**src/dlif_pkg.sv**
```systemverilog
// shared types and constants of the dynamic lif neuron pool
package dlif_pkg;

	typedef enum logic [1:0] {
		MODE_CURRENT = 2'd0,
		MODE_END     = 2'd1,
		MODE_CLEAR   = 2'd2,
		MODE_NONE    = 2'd3
	} mode_t;

	typedef enum logic [1:0] {
		RT_IGNORED   = 2'd0,
		RT_STAGED    = 2'd1,
		RT_ALLOCATED = 2'd2,
		RT_REJECTED  = 2'd3
	} route_t;

	typedef enum logic [1:0] {
		REG_INV_TAU       = 2'd0,
		REG_V_THRESHOLD   = 2'd1,
		REG_AGE_THRESHOLD = 2'd2,
		REG_POT_THRESHOLD = 2'd3
	} reg_idx_t;

	localparam logic KIND_STATUS = 1'b0;
	localparam logic KIND_FIRE   = 1'b1;

	typedef struct packed {
		logic [1:0]         mode;
		logic [7:0]         neuron_index;
		logic signed [31:0] input_current;
	} in_t;

	typedef struct packed {
		logic        kind;
		logic [1:0]  route_status;
		logic [7:0]  fired_id;
		logic        fired_valid;
		logic        last;
		logic [5:0]  live_count;
		logic [5:0]  peak_count;
		logic [31:0] reject_count;
		logic [31:0] prune_count;
		logic [31:0] alloc_count;
	} out_t;

	typedef struct packed {
		logic accept;
		logic route_rd;
		logic route_wr;
		logic end_start;
		logic leak_mul;
		logic leak_upd;
		logic report;
		logic scan;
	} cmd_t;

	typedef struct packed {
		logic slot_last;
		logic nf_zero;
		logic scan_done;
	} sts_t;

endpackage

```
**src/dlif_ctrl.sv**
```systemverilog
// controller state machine of the dynamic lif neuron pool
module dlif_ctrl (
	input  logic           clk,
	input  logic           arst_n,
	input  logic           start,
	input  logic [1:0]     mode,
	input  dlif_pkg::sts_t sts,
	output dlif_pkg::cmd_t cmd,
	output logic           busy
);
	import dlif_pkg::*;

	typedef enum logic [7:0] {
		S_IDLE      = 8'b0000_0001,
		S_ROUTE_RD  = 8'b0000_0010,
		S_ROUTE_WR  = 8'b0000_0100,
		S_END_START = 8'b0000_1000,
		S_LEAK_MUL  = 8'b0001_0000,
		S_LEAK_UPD  = 8'b0010_0000,
		S_REPORT    = 8'b0100_0000,
		S_SCAN      = 8'b1000_0000
	} state_t;

	state_t state_q, state_d;
	logic   accept;

	assign busy   = (state_q != S_IDLE);
	assign accept = start && (state_q == S_IDLE);

	always_comb begin
		state_d = state_q;
		case (state_q)
			S_IDLE: begin
				if (accept) begin
					if (mode == MODE_CURRENT) state_d = S_ROUTE_RD;
					else if (mode == MODE_END) state_d = S_END_START;
				end
			end
			S_ROUTE_RD:  state_d = S_ROUTE_WR;
			S_ROUTE_WR:  state_d = S_IDLE;
			S_END_START: state_d = S_LEAK_MUL;
			S_LEAK_MUL:  state_d = S_LEAK_UPD;
			S_LEAK_UPD:  state_d = sts.slot_last ? S_REPORT : S_LEAK_MUL;
			S_REPORT:    state_d = sts.nf_zero ? S_IDLE : S_SCAN;
			S_SCAN:      state_d = sts.scan_done ? S_IDLE : S_SCAN;
			default:     state_d = S_IDLE;
		endcase
	end

	always_ff @(posedge clk or negedge arst_n) begin
		if (!arst_n) state_q <= S_IDLE;
		else state_q <= state_d;
	end

	always_comb begin
		cmd           = '0;
		cmd.accept    = accept;
		cmd.route_rd  = (state_q == S_ROUTE_RD);
		cmd.route_wr  = (state_q == S_ROUTE_WR);
		cmd.end_start = (state_q == S_END_START);
		cmd.leak_mul  = (state_q == S_LEAK_MUL);
		cmd.leak_upd  = (state_q == S_LEAK_UPD);
		cmd.report    = (state_q == S_REPORT);
		cmd.scan      = (state_q == S_SCAN);
	end

endmodule

```
**config.mk**
```make
export PLATFORM = sky130hd
export DESIGN_NAME = dlif_ctrl
export DESIGN_NICKNAME = d
export VERILOG_FILES = /design/src/dlif_pkg.sv /design/src/dlif_ctrl.sv
export SDC_FILE = /design/constraint.sdc
export NUM_CORES = 1
export LEC_CHECK = 0
export BUFFER_PORTS_ARGS = -buffer_cell sky130_fd_sc_hd__buf_2
export CAP_MARGIN = 15
export CORE_AREA = 2 2 39 41
export CTS_BUF_LIST = sky130_fd_sc_hd__clkbuf_8
export CTS_CLUSTER_SIZE = 28
export DETAILED_ROUTE_END_ITERATION = 10
export DIE_AREA = 0 0 41 43
export GPL_ROUTABILITY_DRIVEN = 0
export HOLD_SLACK_MARGIN = 0.02
export PLACE_DENSITY = 0.65
export RECOVER_POWER = 50
export SYNTH_ARGS = -nofsm -noshare
export SYNTH_HDL_FRONTEND = slang
export SYNTH_SLANG_ARGS = --single-unit
```
**constraint.sdc**
```tcl
create_clock -name clk -period 3.8 [get_ports clk]
set_clock_uncertainty 0.15 [all_clocks]
set_input_delay 0.76 -clock clk [delete_from_list [all_inputs] [get_ports clk]]
set_output_delay 0.76 -clock clk [all_outputs]
set_load 0.05 [all_outputs]
```
==> results.txt, run 1 <==
Among all flip-flop cells after synthesis, the most frequent one is dfrtp_1. The unique cell type count in the Yosys netlist was 26; the area of the mapped netlist was 533.0 sq um. The run gives 1384 sq um as the area of the core. Global routing usage summed across all routing layers: 17.02%. The run gives 0 as the number of max-cap violations. Once detailed placement completed, the half-perimeter wirelength came to 844.5 um.

The synthesized netlist net count was 66; the tightest hold margin was 0.2772 ns. The tools report the register share of total power as 28.7%. After synthesis the netlist holds a flip-flop and latch count of 8. The detail route stage leaves a number of antenna-violating nets equal to 0. For the pin with the worst max-slew slack, the measured transition is 0.4994 ns. Critical setup path kind: flip-flop to primary output. The largest registers in the layout are state_q (8). Dominant combinational cell family by area after synthesis: simple AND/OR/NAND/NOR gates. The switching fraction of total power was 47.13%. In this design, the largest share of critical-path delay is due to simple AND/OR/NAND/NOR gates.

The die covers 1763 sq um. The sequential share of the synthesized area was 37.79%. The commonest cells after synthesis are 10 x nor2_1, 7 x dfrtp_1, 5 x inv_1.

nor2_1 is the most common cell in the netlist. The count of inserted antenna diode cells came out at 0. Once the clock tree was built, the setup fixing pass inserted 0 buffers. The layout has 146 filler cells.

The internal portion of the total power is 0.2539 mW. The floorplan step set the die height to 43 um. The logs give 459 for the total number of vias and 0 for the number of gates given a new drive strength after cts. At the end of the flow, the number of nets in the layout was 84. The worst IR drop on VDD is 433.9 uV, and the number of cells in the finished layout apart from fillers is 91. The worst path meets setup with 0.9317 ns of slack. The clock latency reported for the late side of the worst-skew pair was 0.23 ns.

Prior to clock tree synthesis, the placed netlist has a worst setup slack of 1.269 ns. After detailed placement, the design holds a cell count of 87. The clock network power share was 21.4%; the final-report max-slew violation count was 0.

The tree is rooted in a clkbuf_8. For this run, the top clock speed supported by timing is 0.3486 GHz. After detailed routing, the total wire length is 1073 um. Buffers inserted during clock tree synthesis total 3. Cells with a size suffix above 1 make up 28.00% of the layout. After detailed routing, the met2 layer carries 550 um of wire. The first-pass GRT wire length is 2056 um, and the post-synthesis simple-gate area fraction is 35.92%. Buffer depth of the longest clock path: 2. Counting flops with an async set or reset pin after synthesis yields a share of 100.0%.

In this run the count of I/O pins placed on the die edge is 17. The analysis attributes to cell leakage a power of 0.3344 nW. Counting every instance in the synthesized netlist gives 58. The synthesized design spends more area on one cell type than any other, namely dfrtp_1.

Buffers placed on the I/O ports in this run total 16. The clock-pin slew on the worst setup and hold paths works out to 0.04 ns. Dividing total power by cell area gives a power density of 762.9 nW/um^2. The type of destination of the critical path is a primary output. Setup repair after global routing left no endpoint under its margin.

Of the total synthesized cell area, the portion taken by XOR and XNOR cells is 1.643%. The H-tree depth reported by CTS is 1, and the DRC marker count from the first detailed-route iteration is 9. The portion of netlist area occupied by mux cells is 1.878%, and the number of enable-type register cells in the synthesized netlist is 0. The highest layer touched by signal routing is met3.

The tools report the via count of the first global-routing pass as 467. The required time of the worst setup path came out at 2.89 ns. In this run, post-CTS hold repair placed 0 buffers. The logs give 66.40% for the headroom to the max-slew limit and 0 ns for the setup TNS after final layout.

For this block, wires on met1 add up to 490 um. Of all nets on the critical path, the largest fanout is 8. For this design the total switching power over the nets is 0.2263 mW. Of the total synthesized cell area, the portion taken by full adders, half adders and majority gates is 0%. STA classifies the critical path startpoint as a flip-flop. The per-cell via count in the routed design came out at 5.044. Combinational logic is responsible for 49.9% of the overall power. Yosys attributes the largest share of cell area to dfrtp_1 33%, nor2_1 7.0%, nor3b_2 7.0%.

Detailed routing placed a total of 31 um of wire on met3. The initialized floorplan defines 14 standard-cell rows. The placed instances occupy a cell area of 603.1 sq um. After detailed routing, the number of remaining DRC violations is 0.

The clock net in this run drives a total of 8 sinks. The finished cells cover 629.4 sq um. For this run the aggregate overflow at the end of global routing stands at 0. Of the post-synthesis cell area, the dominant cell type holds 32.86%. Entering global routing, the biggest net connects 9 pins. The critical path goes through nor4_1 > nand2_1 > nor3b_1 > buf_2. The number of warnings reported in the yosys synthesis log was 0. On the worst path, the slowest cell contributes a delay of 0.45 ns. TritonCTS built the clock tree. The flip-flop count of the largest register, all copies and words added works out to 8.

Type of the tightest min-delay check: input port to asynchronous set/reset pin. The flow ran to the end, and the final reports show no timing, DRC or antenna violations. The wire length per cell was 11.79 um; the shortest period the worst path allows was 2.868 ns.

The synthesized area per cell works out to 9.190 sq um. Number of endpoints failing setup at the final stage: 0. The count of buffer and inverter cells on the critical path came out at 1.

The largest register by flop count is state_q. For the first-pass detailed-route iteration total, the log shows 4. The arrival time of the worst setup path is 1.96 ns. The signed area change from the synthesized netlist to the final layout is 18.08%, and the initial antenna violation count is 0.

The final hold violation count was 0. The effective utilization at floorplan was 38.52%. Final cycle utilization of the critical path: 75.48%. The die width is 41 um. Synthesized-area fraction occupied by ao, oa, aoi and oai cells: 13.62%.

For this design, the slowest cell found on the critical path is nor4_1.
[path summary, 6_finish.rpt]
path | start | endpoint | slack (ns) | cells past startpoint
max reg2reg | state_q[4]$_DFFE_PN0P_ | state_q[0]$_DFFE_PN1P_ | 2.05 | 4
max in group asynchronous | arst_n | state_q[0]$_DFFE_PN1P_ | 2.90 | 1
min | arst_n | state_q[5]$_DFFE_PN0P_ | 0.28 | 1
max | state_q[1]$_DFFE_PN0P_ | cmd[4] | 0.93 | 4
min reg2reg | state_q[2]$_DFFE_PN0P_ | state_q[0]$_DFFE_PN1P_ | 0.44 | 2
min in group clk | state_q[2]$_DFFE_PN0P_ | state_q[0]$_DFFE_PN1P_ | 0.44 | 2
[power groups by stage]
stage | combinational, mW | clock [mW] | sequential (mW)
after floorplan | 0.212 | 0 | 0.130
after global placement | 0.240 | 0 | 0.142
after detailed placement | 0.241 | 0 | 0.142
after CTS | 0.247 | 0.105 | 0.141
after global routing | 0.263 | 0.108 | 0.144
final | 0.240 | 0.103 | 0.138
[cell type report]
type | count | area [sq um] | share of cell area, %
clock buffer | 3 | 41.29 | 6.561
clock inverter | 1 | 3.754 | 0.5964
inverter | 5 | 18.77 | 2.982
multi-input combinational | 42 | 265.3 | 42.15
sequential | 8 | 201.4 | 32.01
tap | 16 | 20.02 | 3.181
timing repair buffer | 16 | 78.83 | 12.52
[per-stage QoR]
step                power [mW]  utilization, %
global placement        0.3824           43.58
global route            0.5147           45.48
finish                  0.4801           45.48
detailed placement      0.3827           43.58
CTS                     0.4921           46.84
floorplan               0.3420               -
[cell families (layout without fill, tap and decap cells)]
kind of cell	count (synthesis)	in the layout
flops	8	8
simple gates	31	31
xor+xnor	1	1
compound gates	9	9
buf+inv	8	25
mux	1	1
[per-layer routing]
| layer | vias to the layer above | track usage (%) |
|---|---|---|
| met5 | - | 0 |
| met4 | 0 | 8.000 |
| met3 | 0 | 3.141 |
| met2 | 11 | 23.75 |
| met1 | 210 | 24.66 |
| li1 | 238 | - |
[cells in the final DEF, fill, tap and decap left out, drive strengths merged, types with 2 or more instances in the layout]
| cell type | synthesis | final |
|---|---|---|
| buf | 3 | 15 |
| nor2 | 10 | 10 |
| dfrtp | 7 | 7 |
| inv | 5 | 6 |
| nand2 | 4 | 4 |
| clkbuf | 0 | 4 |
| nor3b | 4 | 4 |
| nor3 | 3 | 3 |
| and3 | 3 | 3 |
| nor4 | 2 | 2 |
| nand2b | 2 | 2 |
| o22a | 2 | 2 |
Power figures use the tool's default switching activity.
==> run 2, diff against run 1 <==
PLACE_DENSITY = 0.68   (was 0.65)
clock period = 2.5 ns   (was 3.8 ns; I/O delays follow)
==> run 2 against run 1 <==
Effect of this change:
- count of clock-buffer cells in the layout stayed put
- critical path type unchanged
- flip-flop and latch count stayed put
- via count is 3.1% higher
- first-iteration DRC count is 44% higher
- routed wire length is 3.1% higher
- design area is 8.9% higher
- utilization is 4.1 points higher
- largest power group unchanged
- die area stayed put
- worst setup slack worse by 0.79 ns
==> results.txt, run 2 (synthesis gave the netlist of run 1 again) <==
The worst reg2reg path depth is 4 (unchanged). The core occupancy in the finished layout is 49.55% (+4.1 points), and the HPWL after detailed placement is 865.9 um (+2.5%). The run gives 73.35% (+7.0 points) as the headroom to the max-slew limit. The site row count came out at 14 (unchanged). The reg-to-reg setup timing slack was 0.75 ns (-1.30 ns). The clock-pin slew on the worst setup and hold paths works out to 0.04 ns (about the same). The number of placed instances, taps included was 88 (+1.1%); the flip-flop count of the largest register, all copies and words added was 8 (unchanged). Timing would allow up to 0.4247 GHz.

The number of placed I/O pins came out at 17 (unchanged). The tools report the DRC violation count after routing as 0 (unchanged). The share of final-layout standard cells stronger than drive strength 1 was 32.47% (+4.5 points). Overall overflow remaining after global route: 0 (unchanged). The layout net count was 86 (+2.4%). The die width is 41 um (unchanged). The area growth from synthesis to layout is 28.64%. The tools report the number of endpoints failing setup at the final stage as 0 (unchanged). The tools report the root buffer cell as clkbuf_8. Via count of the first global-routing pass: 477 (+2.1%). The die height came out at 43 um (unchanged). Number of max-cap violations: 0 (unchanged).

The DRC marker count from the first detailed-route iteration came out at 13 (+4). The clock latency reported for the late side of the worst-skew pair is 0.23 ns (about the same), and the required time of the worst setup path is 1.85 ns (-1.04 ns). The tools report the final wirelength as 1106 um (+3.1%). STA classifies the critical path startpoint as a flip-flop.

The tightest hold margin was 0.3166 ns (+0.03938 ns); the arrival time of the worst setup path was 1.70 ns (-0.26 ns). Per-cell via count in the routed design: 5.086 (+0.83%). The final cycle utilization of the critical path is 94.19%. The tools report the endpoint with the worst hold slack as state_q[1]$_DFFE_PN0P_.

The flow ran to the end, and the final reports show no timing, DRC or antenna violations. The first-pass detailed-route iteration total was 3 (-1). The library cells used most frequently in the layout, excluding fill and tap cells, are 14 x buf_2, 10 x nor2_1, 7 x dfrtp_1, 6 x inv_1, 4 x nand2_1.

The tools report the reg-to-reg critical path endpoint as state_q[0]$_DFFE_PN1P_. For the finished layout, the period the worst path requires is 2.355 ns. The run gives 16.33% (-0.70 points) as the global routing usage summed across all routing layers.

TritonCTS built the clock tree. The actual transition at the worst max-transition pin works out to 0.3997 ns (-0.09972 ns). Largest fanout on the critical path: 5 (-3). The initial antenna violation count is 0 (unchanged).

The tools report the worst IR drop on VDD as 939.8 uV (+120%). The setup TNS after final layout was 0 ns (unchanged); the standby leakage power was 0.3513 nW (+5.0%). The most common cell after layout, fill and taps aside was buf_2. Post-placement worst setup slack: 0.2560 ns (-1.013 ns). Ranked by flip-flop count, first place goes to state_q.

Final worst-path setup slack: 0.1454 ns (-0.7863 ns). The power density of the placed cells came out at 1127 nW/um^2 (+48%). Area of the die: 1763 sq um (unchanged). The tools report the startpoint of the worst hold path as mode[0]. The startpoint of the lowest-slack register-to-register path was state_q[4]$_DFFE_PN0P_. The cell depth of the worst min-delay path is 2, and the clock sink count is 8 (unchanged).

The effective utilization at floorplan was 38.52% (unchanged); the total number of vias was 473 (+3.1%). The number of I/O port buffers is 16 (unchanged). STA classifies the critical path endpoint as a primary output. The first-pass GRT wire length came out at 1863 um (-9.4%). The logs give 93 (+2.2%) for the number of cells in the finished layout apart from fillers and 1 (unchanged) for the H-tree depth reported by CTS. The tools report the final-report max-slew violation count as 0 (unchanged).

Worst setup path startpoint: state_q[7]$_DFFE_PN0P_. The largest net degree at the start of global routing is 9 (unchanged). The TritonCTS buffer count came out at 3 (unchanged). The final hold violation count was 0 (unchanged); the wire length per cell was 11.89 um (+0.86%). Setup repair after global routing left no endpoint under its margin. The logs give 1384 sq um (unchanged) for the area of the core and 2 (unchanged) for the buffer depth of the longest clock path. Type of the tightest min-delay check: input port to flip-flop. The critical setup path kind is flip-flop to primary output. The count of inserted antenna diode cells was 0 (unchanged); the number of nets with antenna violations after routing was 0 (unchanged).

The largest registers in the layout are state_q (8).
## run 2: cell count changes in the layout (fill, tap and decap cells not counted)
cell	change
buf_2	-1
nor3_1	-1
nor3b_1	-1
nor4_4	+2
dlygate4sd3_1	+1
buf_4	+1
nor3_2	+1
clkbuf_1	+1
nor4_1	-2
nor3b_2	+1
## run 2: worst max-delay path by stage
stage	end	depth (start not counted)
6_report	cmd[2]	4
5_1_grt	cmd[2]	4
4_1_cts	cmd[2]	4
3_5_place_dp	cmd[2]	4
3_3_place_gp	cmd[2]	4
2_1_floorplan	cmd[2]	3
## run 2: timing repair
item / CTS / global route
hold buffers: 1 / 0
gates resized for setup: 0 / 4
setup buffers: 0 / 0
hold endpoints to repair: 7 / 0
endpoints found under the setup margin: 0 / 2
## run 2: report_power, final
part           internal, mW  total (mW)  switching, mW
Combinational         0.139       0.398          0.260
Clock                 0.106       0.157         0.0507
Sequential            0.165       0.217         0.0524
## run 2: layout make-up
class	count	area, sq um
Clock buffer	3	41.29
Sequential cell	8	201.4
Multi-Input combinational cell	42	305.3
Clock inverter	1	3.754
Timing Repair Buffer	18	95.09
Inverter	5	18.77
Tap cell	16	20.02
Fill cell	128	698.2
## run 2: metal layers
metal	vias up	routed length (um)	track usage, %
li1	240	-	-
met1	220	497	18.98
met2	9	547	24.06
met3	4	27	3.141
met4	0	32	14.00
met5	-	0	0
## run 2: stage by stage
stage	cell area (sq um)	power [mW]
after floorplan	543.0	0.5265
after global placement	620.6	0.6001
after detailed placement	620.6	0.5980
after CTS	675.6	0.7629
after global routing	685.7	0.8218
final	685.7	0.7725
## run 2: critical path, cell delays in order (launching register included)
cell and delay (ns):
dfrtp_1 0.43, nor4_4 0.35, nand2_1 0.16, nor3b_2 0.29
buf_4 0.25
